===== config.mk =====
export PLATFORM = sky130hd
export DESIGN_NAME = hbo_ctrl
export DESIGN_NICKNAME = d
export VERILOG_FILES = /design/src/rtl/hbo_pkg.sv /design/src/rtl/hbo_ctrl.sv
export SDC_FILE = /design/constraint.sdc
export NUM_CORES = 1
export LEC_CHECK = 0
export ABC_CLOCK_PERIOD_IN_PS = 1300
export BUFFER_PORTS_ARGS = -buffer_cell sky130_fd_sc_hd__buf_2
export CORE_AREA = 4 4 41 43
export CTS_CLUSTER_DIAMETER = 120
export DETAILED_ROUTE_END_ITERATION = 6
export DIE_AREA = 0 0 45 47
export PLACE_DENSITY = 0.68
export SYNTH_ARGS = -nofsm -noshare
export SYNTH_HDL_FRONTEND = slang
export SYNTH_SLANG_ARGS = --single-unit

===== constraint.sdc =====
create_clock -name clk -period 1.3 [get_ports clk]
set_clock_uncertainty 0.05 [all_clocks]
set_input_delay 0.065 -clock clk [delete_from_list [all_inputs] [get_ports clk]]
set_output_delay 0.065 -clock clk [all_outputs]
set_load 0.05 [all_outputs]

===== src/rtl/hbo_pkg.sv =====
// ----------------------------------------------------------------------------
// hbo_pkg
// Shared codes, field widths and control/status bundles of the histogram
// binner.
// ----------------------------------------------------------------------------
package hbo_pkg;

  localparam int CMD_W      = 2;
  localparam int SMP_W      = 32;
  localparam int SEL_W      = 9;
  localparam int STS_W      = 2;
  localparam int OUT_CNT_W  = 32;
  localparam int CFG_IDX_W  = 2;
  localparam int CFG_DATA_W = 32;
  localparam int BINS_CFG_W = 9;

  // commands
  localparam logic [CMD_W-1:0] CMD_INSERT = 2'd0;
  localparam logic [CMD_W-1:0] CMD_READ   = 2'd1;
  localparam logic [CMD_W-1:0] CMD_CLEAR  = 2'd2;
  localparam logic [CMD_W-1:0] CMD_NOP    = 2'd3;

  // result status
  localparam logic [STS_W-1:0] STS_OK        = 2'd0;
  localparam logic [STS_W-1:0] STS_BAD_RANGE = 2'd1;
  localparam logic [STS_W-1:0] STS_BAD_SEL   = 2'd2;

  // configuration register indexes
  localparam logic [CFG_IDX_W-1:0] CFG_RANGE_LOW  = 2'd0;
  localparam logic [CFG_IDX_W-1:0] CFG_RANGE_HIGH = 2'd1;
  localparam logic [CFG_IDX_W-1:0] CFG_BINS       = 2'd2;

  localparam logic [SMP_W-1:0]      RANGE_LOW_RST  = 32'h0000_0000;
  localparam logic [SMP_W-1:0]      RANGE_HIGH_RST = 32'h0001_0000;
  localparam logic [BINS_CFG_W-1:0] BINS_RST       = 9'd256;

  typedef struct packed {
    logic load_in;
    logic clr_init;
    logic clr_step;
    logic eval;
    logic mul;
    logic div_start;
    logic set_idx;
    logic rd_issue;
    logic finish;
  } ctrl_cmd_t;

  typedef struct packed {
    logic [CMD_W-1:0] cmd;
    logic             bad;
    logic             clr_last;
    logic             div_busy;
  } dp_stat_t;

endpackage


===== src/rtl/hbo_ctrl.sv =====
// ----------------------------------------------------------------------------
// hbo_ctrl
// Sequencer: clearing sweep, command decode, insert steps, read steps and
// result hand-off to the output register.
// ----------------------------------------------------------------------------
module hbo_ctrl (
  input  logic               clk,
  input  logic               rst_n,
  input  logic               in_valid,
  output logic               in_ready,
  output logic               out_valid,
  input  logic               out_ready,
  input  hbo_pkg::dp_stat_t  stat,
  output hbo_pkg::ctrl_cmd_t cmd
);

  localparam logic [3:0] S_CLR   = 4'd0;
  localparam logic [3:0] S_IDLE  = 4'd1;
  localparam logic [3:0] S_DEC   = 4'd2;
  localparam logic [3:0] S_EVAL  = 4'd3;
  localparam logic [3:0] S_MUL   = 4'd4;
  localparam logic [3:0] S_DGO   = 4'd5;
  localparam logic [3:0] S_DWAIT = 4'd6;
  localparam logic [3:0] S_IDX   = 4'd7;
  localparam logic [3:0] S_RD    = 4'd8;
  localparam logic [3:0] S_WB    = 4'd9;

  logic [3:0] state_r, state_nxt;
  logic       reply_r, reply_nxt;
  logic       out_valid_r, out_valid_nxt;
  logic       out_free;

  always_comb begin
    state_nxt = state_r;
    reply_nxt = reply_r;
    cmd       = '0;
    in_ready  = 1'b0;
    out_free  = !out_valid_r || out_ready;
    unique case (state_r)
      S_CLR: begin
        cmd.clr_step = 1'b1;
        if (stat.clr_last) begin
          state_nxt = reply_r ? S_WB : S_IDLE;
        end
      end
      S_IDLE: begin
        in_ready = 1'b1;
        if (in_valid) begin
          cmd.load_in = 1'b1;
          state_nxt   = S_DEC;
        end
      end
      S_DEC: begin
        case (stat.cmd)
          hbo_pkg::CMD_INSERT: state_nxt = S_EVAL;
          hbo_pkg::CMD_READ:   state_nxt = S_IDX;
          hbo_pkg::CMD_CLEAR: begin
            cmd.clr_init = 1'b1;
            reply_nxt    = 1'b1;
            state_nxt    = S_CLR;
          end
          hbo_pkg::CMD_NOP:    state_nxt = S_WB;
          default:             state_nxt = S_WB;
        endcase
      end
      S_EVAL: begin
        cmd.eval  = 1'b1;
        state_nxt = S_MUL;
      end
      S_MUL: begin
        cmd.mul   = 1'b1;
        state_nxt = stat.bad ? S_WB : S_DGO;
      end
      S_DGO: begin
        cmd.div_start = 1'b1;
        state_nxt     = S_DWAIT;
      end
      S_DWAIT: begin
        if (!stat.div_busy) begin
          state_nxt = S_IDX;
        end
      end
      S_IDX: begin
        cmd.set_idx = 1'b1;
        state_nxt   = S_RD;
      end
      S_RD: begin
        cmd.rd_issue = 1'b1;
        state_nxt    = S_WB;
      end
      S_WB: begin
        // hold until the output register can take the beat
        if (out_free) begin
          cmd.finish = 1'b1;
          reply_nxt  = 1'b0;
          state_nxt  = S_IDLE;
        end
      end
      default: state_nxt = S_IDLE;
    endcase
  end

  always_comb begin
    out_valid_nxt = out_valid_r;
    if (cmd.finish) begin
      out_valid_nxt = 1'b1;
    end else if (out_ready) begin
      out_valid_nxt = 1'b0;
    end
  end

  always_ff @(posedge clk) begin
    if (!rst_n) begin
      state_r     <= S_CLR;
      reply_r     <= 1'b0;
      out_valid_r <= 1'b0;
    end else begin
      state_r     <= state_nxt;
      reply_r     <= reply_nxt;
      out_valid_r <= out_valid_nxt;
    end
  end

  assign out_valid = out_valid_r;

endmodule


Word level (Yosys, flattened, before mapping)
Cells that the tools add are included.
{ "totals": {"out_inout_bits": 11, "input_bits": 9, "ff_bits": 6} }
{ "op_classes": {"mux": 26, "n_eq_ne": 17, "reduce_logical": 8} }
{ "op_table": {"columns": ["cell", "count"], "rows": [
  ["$pmux 4 s10", 1],
  ["$mux 4", 6],
  ["$mux 1", 17],
  ["$eq 4x3->1 const B", 4],
  ["$pmux 4 s4", 1],
  ["$ne 2x2->1 const B", 5],
  ["$eq 4x2->1 const B", 2],
  ["$eq 4x4->1 const B", 2],
  ["$eq 2x2->1 const B", 2],
  ["$eq 4x1->1 const B", 1],
  ["$logic_not 4->1", 1],
  ["$reduce_and 4->1", 1],
  ["$reduce_bool 2->1", 2],
  ["$reduce_and 3->1", 1],
  ["$eq 2x1->1 const B", 1],
  ["$logic_not 2->1", 1],
  ["$pmux 1 s2", 1],
  ["$logic_not 1->1", 1],
  ["$logic_or 1x1->1", 1]
]} }

Depth between registers and ports, before layout
{ "depth": {"depth_word": 5, "ltp_mapped": 5, "depth_no_buf": 4} }

Worst setup path after synthesis
No wires, ideal clock.
{ "synth_path": {"path_kind": "register to output", "from": "reg state_r[3]", "to": "out cmd[8] (netlist name)", "arrival_ns": 2.175, "path_buffers": 1, "required_time_ns": 1.185, "slack_ns": -0.990, "stages_incl_launch_ff": 4, "path_cell_list": "dfxtp_1 -> buf_4 -> nor3_1 -> and2_1"} }
{ "synth_rtl": {"columns": ["element", "line", "text"], "rows": [
  ["from (decl)", "hbo_ctrl.sv:28", "logic [3:0] state_r, state_nxt;"],
  ["from (signal assigned)", "hbo_ctrl.sv:118", "state_r <= state_nxt;"],
  ["to (decl)", "hbo_ctrl.sv:14", "output hbo_pkg::ctrl_cmd_t cmd"]
]} }

Final worst setup path
{ "layout_path": {"from": "reg state_r[0]", "to": "reg state_r[0]"} }
{ "layout_between": {"elab_chain_len": 3, "elab_cells_between_ends": 16, "cone_classes": "eq/ne (13); mux (1); reduce/logical (2)"} }
{ "layout_rtl": {"columns": ["element", "line", "text"], "rows": [
  ["$eq 4x4->1, or another cell as far along", "hbo_ctrl.sv:39", "unique case (state_r)"],
  ["$ne 2x2->1 (no line)", null, null],
  ["$reduce_and 4->1 (no line)", null, null]
]} }
Several ways; a longest one is shown, not always the timed one.
A chain may end at the register's enable or synchronous reset.

==> impl_metrics.tcl <==
set metrics [dict create \
    drive_gt1_frac 0.644 \
    synthCells 62 \
    nNetsFinal 115 \
    hold_viol_final 0 \
    ys_ff_latch 6 \
    slew_violations 0 \
    clockBufferDepth 2 \
    routed_wl_um 1740 \
    violations "negative setup slack" \
    clk-insertion-delay-late_ns 0.24 \
    die_y_um 47 \
    yosysMostFrequentCell "dfxtp_1" \
    whs_path_depth 2 \
    cts_root_buffer "clkbuf_4" \
    rows 13 \
    worstMarginPinSlew_ns 0.285 \
    slew_headroom 0.808 \
    maxClockFrequency_mhz 694 \
    critical_path_class "reg -> reg" \
    die_area_um2 2120 \
    antenna_cells 0 \
    place_congestion 0.793 \
    regToRegEndpoint "state_r[0]$_SDFFE_PN0P_" \
    synth_top_area_share 0.232 \
    ios 20 \
    async_flop_share 0 \
    synthTopCellsByArea "dfxtp_1 23%, buf_4 4.4%, nor3_1 3.9%, nand2b_1 3.6%, nor4_1 3.6%" \
    grt_usage 0.191 \
    overflow 0 \
    drc 0 \
    cap_violations 0 \
    io_buffers 19 \
    drtPass1Iterations 4 \
    min_period_ns 1.44 \
    ant_nets 0 \
    setup_viol 12 \
    cts-buffers-inserted 3 \
    synthFlopType "dfxtp_1" \
    rrSetupSlack_ns -0.14 \
    crit_arrival_ns 1.52 \
    power_mw 0.771 \
    hpwlAfterDp_um 1200 \
    yosysTopAreaCell "dfxtp_1" \
    ctsHoldBuffers 0 \
    required_ns 1.38 \
    dieWidth_um 45 \
    cp-start-kind "flop" \
    utilization 0.761 \
    grt_pass1_wl_um 2900 \
    powerDensity_nw_per_um2 779 \
    synth_cell_types 34 \
    leakage_nw 0.412 \
    rsz0062_at_grt "yes" \
    period_share 1.11 \
    antenna_found_initial 0 \
    clk_pin_slew_ns 0.04 \
    seq_area_frac_synth 0.232 \
    grt_pass1_vias 613 \
    finalSetupTns_ns -0.880 \
    crit_fanout 3 \
    worst_r2r_path_depth 4 \
    syn-cell-area_um2 517 \
    cts_tree "yes" \
    pre_cts_slack_ns -0.149 \
    grt_max_degree 11 \
    synth_fp_nets 71 \
    ys_warn_count 0 \
    cts_sinks 6 \
    drt-vias-per-instance 5.65 \
    wl_per_cell_um 14.6 \
    whs_ns 0.0376 \
    drt-initial-drc-count 7 \
    hp-start "rst_n" \
    worst_slack_ns -0.141 \
    start_util 0.397 \
    syn2layout_area_growth_pct 91.5 \
    synth_commonest_cells "6 x dfxtp_1, 4 x nor2_1, 4 x nor3_1" \
    cts_max_level 1 \
    status "finished, violations left" \
    timing.rr.start "state_r[0]$_SDFFE_PN0P_" \
    ir_worst_vdd_v 0.000573 \
    syn_area_per_cell_um2 8.33 \
    worstHoldEndpoint "state_r[0]$_SDFFE_PN0P_" \
    hold_class "in -> reg" \
    core_area_um2 1300 \
    crit_path_end_kind "flop" \
    synth_edf_count 0 \
    num_vias 672 \
]
what timing repair did:
item / 4_1_cts / 5_1_grt
setup endpoints to repair: 13 / 14
cloned: 1 / 0
setup buffers: 4 / 2
pin swaps: 6 / 3
gates resized for setup: 35 / 5
registers in the layout, summed over array words and instances (netlist names):
name       flops
out_valid      1
reply_r        1
state_r        4
report_power, final:
| part | internal, mW | total (mW) | leakage (nW) | switching (mW) |
|---|---|---|---|---|
| registers | 0.195 | 0.210 | 0.0511 | 0.0154 |
| clock network | 0.104 | 0.170 | 0.0138 | 0.0653 |
| logic | 0.181 | 0.391 | 0.347 | 0.210 |
metal layers:
metal | track usage | share of wire | vias to the layer above
met4 | 0.135 | 0.030 | 0
met3 | 0.0153 | 0.056 | 6
met5 | 0 | 0 | -
met2 | 0.333 | 0.51 | 27
li1 | - | - | 325
met1 | 0.221 | 0.41 | 314
critical path, cell delays in order (launching register included):
cell	delay, ns
dfxtp_2	0.35
mux2_4	0.30
o31a_1	0.27
o311a_1	0.13
o31a_1	0.23
metrics by stage:
stage	instance area [µm²]	cells
after floorplan	591	62
after detailed placement	792	109
final	990	119
after global routing	990	119
after global placement	792	109
after CTS	957	117
cell families (layout without fill, tap and decap cells):
| group | count (synthesis) | count (layout) | share of synthesized area |
|---|---|---|---|
| mux | 1 | 1 | 0.0290 |
| buf+inv | 9 | 51 | 0.121 |
| flops | 6 | 6 | 0.232 |
| simple gates | 27 | 27 | 0.346 |
| compound gates | 19 | 19 | 0.271 |
cell type report:
cell class / count / area (µm²)
clock buffer: 3 / 22.5
fill: 96 / 312
inverter: 4 / 17.5
multi-input combinational: 47 / 430
sequential: 6 / 130
tap: 15 / 18.8
timing repair buffer: 44 / 370
how the worst max path moves through the flow:
stage                                  from                 endpoint  slack [ns]  depth (start not counted)
finish              state_r[0]$_SDFFE_PN0P_  state_r[0]$_SDFFE_PN0P_       -0.14                          4
global route        state_r[0]$_SDFFE_PN0P_                   cmd[8]       -0.19                          6
CTS                 state_r[0]$_SDFFE_PN0P_                   cmd[8]       -0.14                          6
detailed placement  state_r[0]$_SDFFE_PN0P_  state_r[0]$_SDFFE_PN0P_       -0.15                          4
global placement    state_r[0]$_SDFFE_PN0P_  state_r[0]$_SDFFE_PN0P_       -0.11                          4
floorplan           state_r[3]$_SDFFE_PN0P_                   cmd[6]       -0.29                          2
placed cells by master, fill, tap and decap left out, drive strengths merged:
| master | synthesis | final |
|---|---|---|
| a311oi | 1 | 1 |
| nand2b | 4 | 4 |
| mux2 | 1 | 1 |
| nor2 | 4 | 4 |
| dfxtp | 6 | 6 |
| nor4 | 3 | 3 |
| nand4bb | 2 | 2 |
| o21ai | 3 | 3 |
| nand4b | 1 | 1 |
| nor4b | 1 | 1 |
| o21a | 1 | 1 |
| nor3 | 4 | 4 |
| o21bai | 1 | 1 |
| nand2 | 2 | 2 |
| nand3b | 1 | 1 |
| o41ai | 1 | 1 |
| nor3b | 1 | 1 |
| clkbuf | 1 | 3 |
| and2 | 2 | 2 |
| buf | 4 | 44 |
| a21oi | 3 | 3 |
| o311a | 1 | 1 |
| o31a | 2 | 2 |
| o2111a | 1 | 1 |
| a211o | 1 | 1 |
| inv | 4 | 4 |
| a211oi | 2 | 2 |
| nor2b | 2 | 2 |
| o211ai | 2 | 2 |
No activity file was read; power rests on OpenSTA's default activity.
